===== src/sv/pmd_pkg.sv =====
// Shared types, codes and helper functions for the pushbuffer method decoder.
package pmd_pkg;

    localparam int unsigned WORD_W = 32;
    localparam int unsigned ADDR_W = 12;
    localparam int unsigned INDEX_W = 14;
    localparam int unsigned COUNT_W = 13;
    localparam int unsigned SUB_W = 3;
    localparam int unsigned KIND_W = 3;
    localparam int unsigned CFG_W = 12;
    localparam int unsigned CFG_IDX_W = 1;

    // Configuration register indexes.
    localparam logic [CFG_IDX_W-1:0] CFG_HOST_REG_COUNT = 1'd0;
    localparam logic [CFG_IDX_W-1:0] CFG_ENGINE_END = 1'd1;

    // Configuration reset values.
    localparam logic [CFG_W-1:0] HOST_REG_COUNT_RESET = 12'd64;
    localparam logic [CFG_W-1:0] ENGINE_END_RESET = 12'd3584;

    // Header operation codes (bits 31..29).
    localparam logic [2:0] OP_GRP0 = 3'd0;
    localparam logic [2:0] OP_INC = 3'd1;
    localparam logic [2:0] OP_NONINC = 3'd3;
    localparam logic [2:0] OP_IMMD = 3'd4;
    localparam logic [2:0] OP_ONEINC = 3'd5;
    localparam logic [2:0] OP_ENDSEG = 3'd7;

    // Tertiary operation of group 0 (bits 18..16).
    localparam logic [2:0] TERT_SET_SUBDEV_MASK = 3'd1;

    // Subchannels that accept macro arguments.
    localparam logic [SUB_W-1:0] SUB_3D = 3'd0;
    localparam logic [SUB_W-1:0] SUB_2D = 3'd3;

    // Call classes.
    localparam logic [KIND_W-1:0] KIND_HOST_REG = 3'd0;
    localparam logic [KIND_W-1:0] KIND_ENGINE = 3'd1;
    localparam logic [KIND_W-1:0] KIND_MACRO_ARG = 3'd2;
    localparam logic [KIND_W-1:0] KIND_UNROUTABLE = 3'd3;
    localparam logic [KIND_W-1:0] KIND_UNSUPPORTED = 3'd4;

    typedef enum logic [1:0] {
        MODE_INC    = 2'd0,
        MODE_NONINC = 2'd1,
        MODE_ONEINC = 2'd2
    } t_mode;

    typedef struct packed {
        logic                valid;
        logic [KIND_W-1:0]   kind;
        logic [SUB_W-1:0]    subchannel;
        logic [INDEX_W-1:0]  method_index;
        logic [WORD_W-1:0]   argument;
        logic                method_last;
    } t_result;

    typedef struct packed {
        logic skip_rest;
        logic method_open;
    } t_status;

    // Classes a call by its method index; the host range wins on overlap.
    function automatic logic [KIND_W-1:0] classify(
        input logic [INDEX_W-1:0] index,
        input logic [SUB_W-1:0]   sub,
        input logic [CFG_W-1:0]   host_reg_count,
        input logic [CFG_W-1:0]   engine_end
    );
        logic [KIND_W-1:0] kind;
        if (index < {2'b00, host_reg_count}) begin
            kind = KIND_HOST_REG;
        end else if (index < {2'b00, engine_end}) begin
            kind = KIND_ENGINE;
        end else if (sub == SUB_3D || sub == SUB_2D) begin
            kind = KIND_MACRO_ARG;
        end else begin
            kind = KIND_UNROUTABLE;
        end
        return kind;
    endfunction

endpackage


===== src/sv/pmd_decode.sv =====
// Header decode, open-method state and call generation for one command word.
module pmd_decode (
    input  logic                          i_clk,
    input  logic                          i_rst_n,
    input  logic                          i_step,
    input  logic [pmd_pkg::WORD_W-1:0]    i_word,
    input  logic                          i_entry_last,
    input  logic [pmd_pkg::CFG_W-1:0]     i_host_reg_count,
    input  logic [pmd_pkg::CFG_W-1:0]     i_engine_end,
    output pmd_pkg::t_result              o_result,
    output pmd_pkg::t_status              o_status
);
    import pmd_pkg::*;

    logic [COUNT_W-1:0] r_remaining, n_remaining;
    logic [INDEX_W-1:0] r_next_addr, n_next_addr;
    logic [SUB_W-1:0]   r_open_sub, n_open_sub;
    t_mode              r_mode, n_mode;
    logic               r_skip, n_skip;

    logic [2:0]         hdr_op;
    logic [ADDR_W-1:0]  hdr_addr;
    logic [SUB_W-1:0]   hdr_sub;
    logic [COUNT_W-1:0] hdr_count;
    logic [2:0]         hdr_tert;
    logic [COUNT_W-1:0] rem_dec;

    assign hdr_op    = i_word[31:29];
    assign hdr_addr  = i_word[11:0];
    assign hdr_sub   = i_word[15:13];
    assign hdr_count = i_word[28:16];
    assign hdr_tert  = i_word[18:16];
    assign rem_dec   = r_remaining - 1'b1;

    always_comb begin
        n_remaining = r_remaining;
        n_next_addr = r_next_addr;
        n_open_sub  = r_open_sub;
        n_mode      = r_mode;
        n_skip      = r_skip;
        o_result    = '0;

        if (r_skip) begin
            if (i_entry_last) begin
                n_skip = 1'b0;
            end
        end else if (r_remaining != '0) begin
            // Data word of an open method.
            n_remaining           = rem_dec;
            o_result.valid        = 1'b1;
            o_result.kind         = classify(r_next_addr, r_open_sub,
                                             i_host_reg_count, i_engine_end);
            o_result.subchannel   = r_open_sub;
            o_result.method_index = r_next_addr;
            o_result.argument     = i_word;
            o_result.method_last  = (rem_dec == '0);
            unique case (r_mode)
                MODE_INC: begin
                    n_next_addr = r_next_addr + 1'b1;
                end
                MODE_ONEINC: begin
                    n_next_addr = r_next_addr + 1'b1;
                    n_mode      = MODE_NONINC;
                end
                default: begin
                    n_next_addr = r_next_addr;
                end
            endcase
        end else if (i_word != '0) begin
            unique case (hdr_op)
                OP_INC, OP_NONINC, OP_ONEINC: begin
                    if (hdr_count != '0) begin
                        n_remaining = hdr_count;
                        n_next_addr = {2'b00, hdr_addr};
                        n_open_sub  = hdr_sub;
                        n_mode      = (hdr_op == OP_INC) ? MODE_INC :
                                      (hdr_op == OP_NONINC) ? MODE_NONINC : MODE_ONEINC;
                    end
                end
                OP_IMMD: begin
                    o_result.valid        = 1'b1;
                    o_result.kind         = classify({2'b00, hdr_addr}, hdr_sub,
                                                     i_host_reg_count, i_engine_end);
                    o_result.subchannel   = hdr_sub;
                    o_result.method_index = {2'b00, hdr_addr};
                    o_result.argument     = {{(WORD_W-COUNT_W){1'b0}}, hdr_count};
                    o_result.method_last  = 1'b1;
                end
                OP_ENDSEG: begin
                    n_skip = !i_entry_last;
                end
                default: begin
                    // The subdevice mask is ignored; anything else is unsupported.
                    if (!(hdr_op == OP_GRP0 && hdr_tert == TERT_SET_SUBDEV_MASK)) begin
                        o_result.valid        = 1'b1;
                        o_result.kind         = KIND_UNSUPPORTED;
                        o_result.subchannel   = hdr_sub;
                        o_result.method_index = {2'b00, hdr_addr};
                        o_result.argument     = i_word;
                        o_result.method_last  = 1'b1;
                        n_skip                = !i_entry_last;
                    end
                end
            endcase
        end
    end

    always_ff @(posedge i_clk) begin
        if (!i_rst_n) begin
            r_remaining <= '0;
            r_next_addr <= '0;
            r_open_sub  <= '0;
            r_mode      <= MODE_INC;
            r_skip      <= 1'b0;
        end else if (i_step) begin
            r_remaining <= n_remaining;
            r_next_addr <= n_next_addr;
            r_open_sub  <= n_open_sub;
            r_mode      <= n_mode;
            r_skip      <= n_skip;
        end
    end

    assign o_status.skip_rest   = r_skip;
    assign o_status.method_open = (r_remaining != '0);

endmodule


===== src/sv/pushbuffer_method_decoder.sv =====
// Top level of the pushbuffer method decoder: beat registers, configuration and checks.
//
//   Channel   Direction  Handshake                  Payload
//   input     in         i_in_valid / o_in_stall    i_word, i_entry_last
//   output    out        o_out_valid / i_out_stall  o_kind, o_subchannel, o_method_index,
//                                                   o_argument, o_method_last
//   config    in         i_cfg_we                   i_cfg_index, i_cfg_data
//
// Every beat passes the input and then the output register, and one beat is accepted
// per cycle as long as the output side keeps up. The input register feeds the decode
// logic, whose call is captured in the output register; the state update happens as
// the beat leaves the input register. A beat that yields no call still passes through.
// Reset is synchronous and active low; it restores the configuration defaults and
// closes any open method. An output stall while a call waits holds both registers.
module pushbuffer_method_decoder (
    input  logic                          i_clk,
    input  logic                          i_rst_n,
    input  logic                          i_in_valid,
    output logic                          o_in_stall,
    input  logic [pmd_pkg::WORD_W-1:0]    i_word,
    input  logic                          i_entry_last,
    output logic                          o_out_valid,
    input  logic                          i_out_stall,
    output logic [pmd_pkg::KIND_W-1:0]    o_kind,
    output logic [pmd_pkg::SUB_W-1:0]     o_subchannel,
    output logic [pmd_pkg::INDEX_W-1:0]   o_method_index,
    output logic [pmd_pkg::WORD_W-1:0]    o_argument,
    output logic                          o_method_last,
    input  logic                          i_cfg_we,
    input  logic [pmd_pkg::CFG_IDX_W-1:0] i_cfg_index,
    input  logic [pmd_pkg::CFG_W-1:0]     i_cfg_data
);
    import pmd_pkg::*;

    // Configuration registers.
    logic [CFG_W-1:0] r_host_reg_count;
    logic [CFG_W-1:0] r_engine_end;

    // Input beat register.
    logic              r_in_valid;
    logic [WORD_W-1:0] r_word;
    logic              r_entry_last;

    // Output beat register.
    t_result r_out;

    t_result dec_result;
    t_status dec_status;
    logic    out_ready;
    logic    step;

    // The output register can take a new value when empty or being drained.
    assign out_ready  = !r_out.valid || !i_out_stall;
    assign step       = r_in_valid && out_ready;
    assign o_in_stall = r_in_valid && !out_ready;

    always_ff @(posedge i_clk) begin
        if (!i_rst_n) begin
            r_host_reg_count <= HOST_REG_COUNT_RESET;
            r_engine_end     <= ENGINE_END_RESET;
        end else if (i_cfg_we) begin
            unique case (i_cfg_index)
                CFG_HOST_REG_COUNT: r_host_reg_count <= i_cfg_data;
                CFG_ENGINE_END:     r_engine_end     <= i_cfg_data;
                default:            r_engine_end     <= r_engine_end;
            endcase
        end
    end

    always_ff @(posedge i_clk) begin
        if (!i_rst_n) begin
            r_in_valid <= 1'b0;
        end else if (!o_in_stall) begin
            r_in_valid <= i_in_valid;
        end
    end

    always_ff @(posedge i_clk) begin
        if (i_in_valid && !o_in_stall) begin
            r_word       <= i_word;
            r_entry_last <= i_entry_last;
        end
    end

    pmd_decode u_decode (
        .i_clk            (i_clk),
        .i_rst_n          (i_rst_n),
        .i_step           (step),
        .i_word           (r_word),
        .i_entry_last     (r_entry_last),
        .i_host_reg_count (r_host_reg_count),
        .i_engine_end     (r_engine_end),
        .o_result         (dec_result),
        .o_status         (dec_status)
    );

    // The valid bit is control state; the rest of the call is payload.
    always_ff @(posedge i_clk) begin
        if (!i_rst_n) begin
            r_out.valid <= 1'b0;
        end else if (out_ready) begin
            r_out.valid <= step && dec_result.valid;
        end
        if (step && dec_result.valid) begin
            r_out.kind         <= dec_result.kind;
            r_out.subchannel   <= dec_result.subchannel;
            r_out.method_index <= dec_result.method_index;
            r_out.argument     <= dec_result.argument;
            r_out.method_last  <= dec_result.method_last;
        end
    end

    assign o_out_valid    = r_out.valid;
    assign o_kind         = r_out.kind;
    assign o_subchannel   = r_out.subchannel;
    assign o_method_index = r_out.method_index;
    assign o_argument     = r_out.argument;
    assign o_method_last  = r_out.method_last;

`ifndef SYNTHESIS
    // A method is never open while the rest of an entry is being skipped.
    a_skip_excludes_open: assert property (@(posedge i_clk) disable iff (!i_rst_n)
        !(dec_status.skip_rest && dec_status.method_open))
        else $error("skip and open method at the same time");

    // An unsupported header always closes its own sequence.
    a_unsupported_last: assert property (@(posedge i_clk) disable iff (!i_rst_n)
        (o_out_valid && o_kind == KIND_UNSUPPORTED) |-> o_method_last)
        else $error("unsupported header call without method_last");

    // Unroutable macro calls only come from subchannels other than 3D and 2D.
    a_unroutable_sub: assert property (@(posedge i_clk) disable iff (!i_rst_n)
        (o_out_valid && o_kind == KIND_UNROUTABLE) |->
            (o_subchannel != SUB_3D && o_subchannel != SUB_2D))
        else $error("unroutable call on a macro-capable subchannel");

    // The input side only stalls while a beat is held in the input register.
    a_stall_needs_beat: assert property (@(posedge i_clk) disable iff (!i_rst_n)
        o_in_stall |-> (r_in_valid && r_out.valid))
        else $error("input stalled without a held beat");
`endif

endmodule


===== config.mk =====
export PLATFORM = sky130hd
export DESIGN_NAME = pushbuffer_method_decoder
export DESIGN_NICKNAME = d
export VERILOG_FILES = /design/src/sv/pmd_pkg.sv /design/src/sv/pmd_decode.sv /design/src/sv/pushbuffer_method_decoder.sv
export SDC_FILE = /design/constraint.sdc
export NUM_CORES = 1
export LEC_CHECK = 0
export BUFFER_PORTS_ARGS = -buffer_cell sky130_fd_sc_hd__buf_2
export CAP_MARGIN = 40
export CORE_ASPECT_RATIO = 1.4
export CORE_MARGIN = 2
export CORE_UTILIZATION = 60
export CTS_CLUSTER_SIZE = 24
export DETAILED_ROUTE_END_ITERATION = 8
export MAX_ROUTING_LAYER = met4
export PLACE_DENSITY = 0.83
export RECOVER_POWER = 50
export SLEW_MARGIN = 20
export SYNTH_ARGS = -nofsm -noshare
export SYNTH_HDL_FRONTEND = slang
export SYNTH_SLANG_ARGS = --single-unit
export TNS_END_PERCENT = 1

===== constraint.sdc =====
create_clock -name i_clk -period 9.46 [get_ports i_clk]
set_input_delay 0 -clock i_clk [delete_from_list [all_inputs] [get_ports i_clk]]
set_output_delay 0 -clock i_clk [all_outputs]
set_load 0.005 [all_outputs]

==> report_table.html <==
<table>
<tr><th>Metric</th><th>Value</th></tr>
<tr><th colspan="2">Run status</th></tr>
<tr><td>Run status</td><td>complete, but fails checks</td></tr>
<tr><td>Violated checks</td><td>capacitance limit, slew limit</td></tr>
<tr><th colspan="2">Cells and area</th></tr>
<tr><td>Final standard cell utilization of the core</td><td>0.754</td></tr>
<tr><td>Share of final-layout standard cells stronger than drive strength 1</td><td>0.130</td></tr>
<tr><td>Post-route non-filler standard cell count</td><td>1007</td></tr>
<tr><td>Total of fill cells in the finished design</td><td>771</td></tr>
<tr><td>Multi-input gate area in the final layout</td><td>3080 µm²</td></tr>
<tr><td>Antenna cells</td><td>0</td></tr>
<tr><td>P&amp;R area growth vs syn</td><td>24.3%</td></tr>
<tr><td>Final net count</td><td>945</td></tr>
<tr><td>Register Area</td><td>3760 µm²</td></tr>
<tr><td>Post-route standard cell area excluding fillers</td><td>8820 µm²</td></tr>
<tr><th colspan="2">Clock tree</th></tr>
<tr><td>Number of buffers inserted during clock tree synthesis</td><td>17</td></tr>
<tr><td>TritonCTS clock tree</td><td>built</td></tr>
<tr><td>Clock sinks</td><td>145</td></tr>
<tr><td>Root cell of the clock tree</td><td>sky130_fd_sc_hd__clkbuf_16</td></tr>
<tr><td>Insertion delay to the later sink of the worst-skew pair</td><td>0.43 ns</td></tr>
<tr><td>Total number of H-tree levels</td><td>4</td></tr>
<tr><td>Number of instances resized during post-cts repair</td><td>0</td></tr>
<tr><td>Number of buffers on the longest clock path</td><td>2</td></tr>
<tr><td>Clock-pin transition on the worst setup and hold timing paths</td><td>0.06 ns</td></tr>
<tr><th colspan="2">Floorplanning</th></tr>
<tr><td>Placeable core region</td><td>11700 µm²</td></tr>
<tr><td>Height of the die</td><td>133 µm</td></tr>
<tr><td>Standard-cell row count</td><td>47</td></tr>
<tr><td>Die ar.</td><td>12700 µm²</td></tr>
<tr><td>IO Pins</td><td>106</td></tr>
<tr><td>Starting density of the core</td><td>0.606</td></tr>
<tr><td>Width of the chip</td><td>95.9 µm</td></tr>
<tr><th colspan="2">STA</th></tr>
<tr><td>Setup tns final</td><td>0 ns</td></tr>
<tr><td>Max-slew violation count</td><td>58</td></tr>
<tr><td>Unrepaired setup endpoints after global routing</td><td>false</td></tr>
<tr><td>Slew @ Worst Pin</td><td>1.62 ns</td></tr>
<tr><td>Tightest hold margin</td><td>0.0699 ns</td></tr>
<tr><td>Total count of hold-check failures in the final report</td><td>0</td></tr>
<tr><td>Share of the clock period used by the worst path</td><td>0.358</td></tr>
<tr><td>Final worst path period need</td><td>3.39 ns</td></tr>
<tr><td># setup viols final</td><td>0</td></tr>
<tr><td>Maximum clock skew at final layout</td><td>0.0114 ns</td></tr>
<tr><td>Worst max-slew margin expressed relative to the limit</td><td>-0.0785</td></tr>
<tr><td>Fmax</td><td>295 MHz</td></tr>
<tr><th colspan="2">Placed design</th></tr>
<tr><td>Port Buffers</td><td>105</td></tr>
<tr><td>Placed instance area</td><td>7740 µm²</td></tr>
<tr><td>Final weighted congestion in routability-driven placement</td><td>0.878</td></tr>
<tr><td>Dpl hpwl</td><td>13.5 mm</td></tr>
<tr><td>Placed insts</td><td>924</td></tr>
<tr><th colspan="2">Synthesis</th></tr>
<tr><td>Sequential fraction of the synthesis area</td><td>0.530</td></tr>
<tr><td>Netlist area before placement</td><td>7100 µm²</td></tr>
<tr><td>Yosys reg bits</td><td>145</td></tr>
<tr><td>Dominant combinational cell family by area after synthesis</td><td>simple AND/OR/NAND/NOR gates</td></tr>
<tr><td>Async set-reset flop share out of synthesis</td><td>0</td></tr>
<tr><td>Post-synthesis mux area share</td><td>0.00141</td></tr>
<tr><td>Count of flip-flops with a built-in enable after synthesis</td><td>86</td></tr>
<tr><td>Avg Synthesized Cell Area</td><td>10.1 µm²</td></tr>
<tr><td>Post-synthesis net count</td><td>799</td></tr>
<tr><td>Count of mapped cells out of synthesis</td><td>701</td></tr>
<tr><td>Fraction of the mapped netlist area in adder cells</td><td>0.0829</td></tr>
<tr><td>Count of unique library cells instantiated by Yosys</td><td>54</td></tr>
<tr><td>Post-synthesis simple-gate area fraction</td><td>0.173</td></tr>
<tr><td>Synthesized-area fraction occupied by ao, oa, aoi and oai cells</td><td>0.169</td></tr>
<tr><td>Synth Warn #</td><td>0</td></tr>
<tr><td>Prevailing post-synth register cell</td><td>sky130_fd_sc_hd__edfxtp_1</td></tr>
<tr><td>Post-synthesis xor/xnor area fraction</td><td>0.00617</td></tr>
<tr><th colspan="2">Global routing</th></tr>
<tr><td>Top Usage Layer GRT</td><td>met2</td></tr>
<tr><td>Initial antenna violation count</td><td>0</td></tr>
<tr><td>Met1 layer usage reported by global route</td><td>0.371</td></tr>
<tr><td>Largest net degree at the start of global routing</td><td>55</td></tr>
<tr><td>Wire length of the first global-routing pass</td><td>32.4 mm</td></tr>
<tr><td>GR Util met3</td><td>0.0678</td></tr>
<tr><td>GRT Residual Overflow</td><td>0</td></tr>
<tr><td>Vias in the first global route</td><td>6391</td></tr>
<tr><td>Total Routing Usage GR</td><td>0.349</td></tr>
<tr><td>Met2 demand-to-capacity share in global routing</td><td>0.588</td></tr>
<tr><th colspan="2">Pwr</th></tr>
<tr><td>Combinational fraction of design power</td><td>0.447</td></tr>
<tr><td>Clock network fraction of total power</td><td>0.231</td></tr>
<tr><td>Switching power total</td><td>1.28 mW</td></tr>
<tr><td>Part of the power in registers</td><td>0.322</td></tr>
<tr><td>Leakage power figure</td><td>3.47 nW</td></tr>
<tr><td>Internal cell power</td><td>1.84 mW</td></tr>
<tr><td>Power Density</td><td>354 nW/µm²</td></tr>
<tr><td>Switching power share of the total</td><td>0.409</td></tr>
<tr><td>Largest voltage drop on the vdd net</td><td>0.000221 V</td></tr>
<tr><th colspan="2">Setup path</th></tr>
<tr><td>Worst setup EP type</td><td>flip-flop</td></tr>
<tr><td>Capture instance of the worst register-to-register path</td><td>u_decode.r_next_addr[12]</td></tr>
<tr><td>Worst Path Max Fanout</td><td>54</td></tr>
<tr><td>Critical path class</td><td>flip-flop to flip-flop</td></tr>
<tr><td>Startpoint type of the worst setup path</td><td>flip-flop</td></tr>
<tr><td>Stages on worst setup path</td><td>9</td></tr>
<tr><td>Register-to-register setup slack</td><td>6.07 ns</td></tr>
<tr><td>Family of cells with the greatest summed delay on the critical path</td><td>simple AND/OR/NAND/NOR gates</td></tr>
<tr><td>R2R Path Start</td><td>u_decode.r_remaining[1]</td></tr>
<tr><td>Critical Path, Cell by Cell</td><td>inv_1 &gt; ha_1 &gt; or3b_1 &gt; and4bb_1 &gt; buf_4 &gt; and4_1 &gt; nor2_2 &gt; or4_1 &gt; nand2_1</td></tr>
<tr><td>CP max stage delay</td><td>0.56 ns</td></tr>
<tr><td>Buffers and inverters on the worst path</td><td>2</td></tr>
<tr><td>Slowest stage cell on the critical path</td><td>sky130_fd_sc_hd__or4_1</td></tr>
<tr><td>Crit. Startpoint</td><td>u_decode.r_remaining[1]</td></tr>
<tr><td>Logic depth of the worst register-to-register path</td><td>9</td></tr>
<tr><td>Arrival time at the worst endpoint</td><td>3.76 ns</td></tr>
<tr><td>Endpoint required time on the critical path</td><td>9.83 ns</td></tr>
<tr><th colspan="2">Detailed routing</th></tr>
<tr><td>Detailed Route Iter0 Violations</td><td>899</td></tr>
<tr><td>Wirelength, routed</td><td>20.9 mm</td></tr>
<tr><td>Total number of vias</td><td>6405</td></tr>
<tr><td>Routed WL per cell</td><td>20.8 µm</td></tr>
<tr><td>DRC viols</td><td>0</td></tr>
<tr><td>TritonRoute pass-1 iters</td><td>6</td></tr>
<tr><td>Vias per Instance</td><td>6.36</td></tr>
<tr><td>Post-route antenna net violation count</td><td>0</td></tr>
<tr><th colspan="2">Worst hold path</th></tr>
<tr><td>Launch instance of the worst min-delay path</td><td>i_cfg_we</td></tr>
<tr><td>Hold Path Cell Cnt</td><td>4</td></tr>
<tr><td>HP Class</td><td>input port to flip-flop</td></tr>
<tr><td>Hold Crit Endpoint</td><td>r_host_reg_count[2]</td></tr>
<tr><th colspan="2">Flow run</th></tr>
<tr><td># Max-Cap Violations</td><td>2</td></tr>
</table>
metrics by stage:
step / setup slack [ns] / power, mW
detailed placement: 6.07 / 2.31
floorplan: 6.22 / 1.94
finish: 6.07 / 3.12
CTS: 6.03 / 3.06
global placement: 5.95 / 2.25
global route: 5.94 / 3.29
cells in the final DEF, fill, tap and decap left out, types with 3 or more instances in the layout:
cell type / n
sky130_fd_sc_hd__a211oi_1: 7
sky130_fd_sc_hd__a21o_1: 9
sky130_fd_sc_hd__a21oi_1: 65
sky130_fd_sc_hd__a22o_1: 29
sky130_fd_sc_hd__a31oi_1: 6
sky130_fd_sc_hd__and2_1: 22
sky130_fd_sc_hd__and3_1: 6
sky130_fd_sc_hd__buf_2: 71
sky130_fd_sc_hd__buf_4: 4
sky130_fd_sc_hd__bufinv_16: 4
sky130_fd_sc_hd__clkbuf_1: 38
sky130_fd_sc_hd__clkbuf_16: 17
sky130_fd_sc_hd__clkbuf_8: 3
sky130_fd_sc_hd__dfxtp_1: 59
sky130_fd_sc_hd__dlygate4sd3_1: 49
sky130_fd_sc_hd__edfxtp_1: 86
sky130_fd_sc_hd__ha_1: 47
sky130_fd_sc_hd__inv_1: 30
sky130_fd_sc_hd__nand2_1: 109
sky130_fd_sc_hd__nand2b_1: 6
sky130_fd_sc_hd__nand3_1: 19
sky130_fd_sc_hd__nand4_1: 6
sky130_fd_sc_hd__nor2_1: 28
sky130_fd_sc_hd__nor2b_1: 4
sky130_fd_sc_hd__nor3_1: 15
sky130_fd_sc_hd__nor4_1: 13
sky130_fd_sc_hd__o211ai_1: 9
sky130_fd_sc_hd__o21ai_0: 27
sky130_fd_sc_hd__o31ai_1: 5
sky130_fd_sc_hd__o32ai_1: 6
sky130_fd_sc_hd__o41ai_1: 4
sky130_fd_sc_hd__or3_1: 11
sky130_fd_sc_hd__or4_1: 3
sky130_fd_sc_hd__xor2_1: 3
final cells by class:
class | instances | share of cell area
tap | 147 | 0.0208
clock buffer | 22 | 0.0537
inverter | 31 | 0.0132
timing repair buffer | 163 | 0.119
clock inverter | 10 | 0.0179
multi-input combinational | 489 | 0.349
sequential | 145 | 0.426
tightest hold or removal path, cell delays in order:
cell	delay, ns
sky130_fd_sc_hd__buf_2	0.12
sky130_fd_sc_hd__nor2b_1	0.19
sky130_fd_sc_hd__nand2_1	0.08
sky130_fd_sc_hd__a21oi_1	0.05
per-layer routing:
metal	share of wire	vias to the layer above
li1	-	2889
met1	0.34	3018
met2	0.52	378
met3	0.075	120
met4	0.067	0
met5	0	-
cells by family after synthesis:
logic type      count (synthesis)
fa+ha+maj                      47
simple gates                  254
mux                             1
flops                         145
xor+xnor                        5
compound gates                182
buf+inv                        67
flip-flops by register name, indices dropped and copies added (netlist names):
name / cells
o_argument: 32
o_kind: 3
o_method_index: 14
o_method_last: 1
o_out_valid: 1
o_subchannel: 3
r_engine_end: 12
r_entry_last: 1
r_host_reg_count: 12
r_in_valid: 1
r_word: 32
u_decode.r_mode: 2
u_decode.r_next_addr: 14
u_decode.r_open_sub: 3
u_decode.r_remaining: 13
u_decode.r_skip: 1
how the worst max path moves through the flow:
stage and to:
4_1_cts o_method_index[7], 5_1_grt u_decode.r_next_addr[12], 6_report u_decode.r_next_addr[12], 3_5_place_dp o_method_index[7], 2_1_floorplan o_argument[0], 3_3_place_gp u_decode.r_remaining[2]
what timing repair did:
item / CTS / global route
buffers inserted: 0 / 0
hold endpoints to repair: 60 / 4
hold buffers: 48 / 1
cell usage after synthesis, drive strengths merged (10+ instances only):
library cell / instances / share of area
a21oi: 65 / 0.046
inv: 31 / 0.016
buf: 10 / 0.0072
clkbuf: 26 / 0.014
nor3: 15 / 0.011
o21ai: 28 / 0.020
nor2: 29 / 0.016
and2: 23 / 0.020
edfxtp: 86 / 0.36
dfxtp: 59 / 0.17
nand3: 19 / 0.013
or3: 11 / 0.0097
nor4: 13 / 0.011
nand2: 109 / 0.058
ha: 47 / 0.083
a22o: 29 / 0.036
power by group through the flow:
stage          logic [mW]  clock network, mW  registers, mW
6_report             1.40              0.721           1.01
5_1_grt              1.52              0.752           1.02
4_1_cts              1.35              0.719          0.997
3_5_place_dp         1.31                  0           1.01
3_3_place_gp         1.24                  0           1.00
2_1_floorplan       0.962                  0          0.973
No activity file was read; power rests on OpenSTA's default activity.
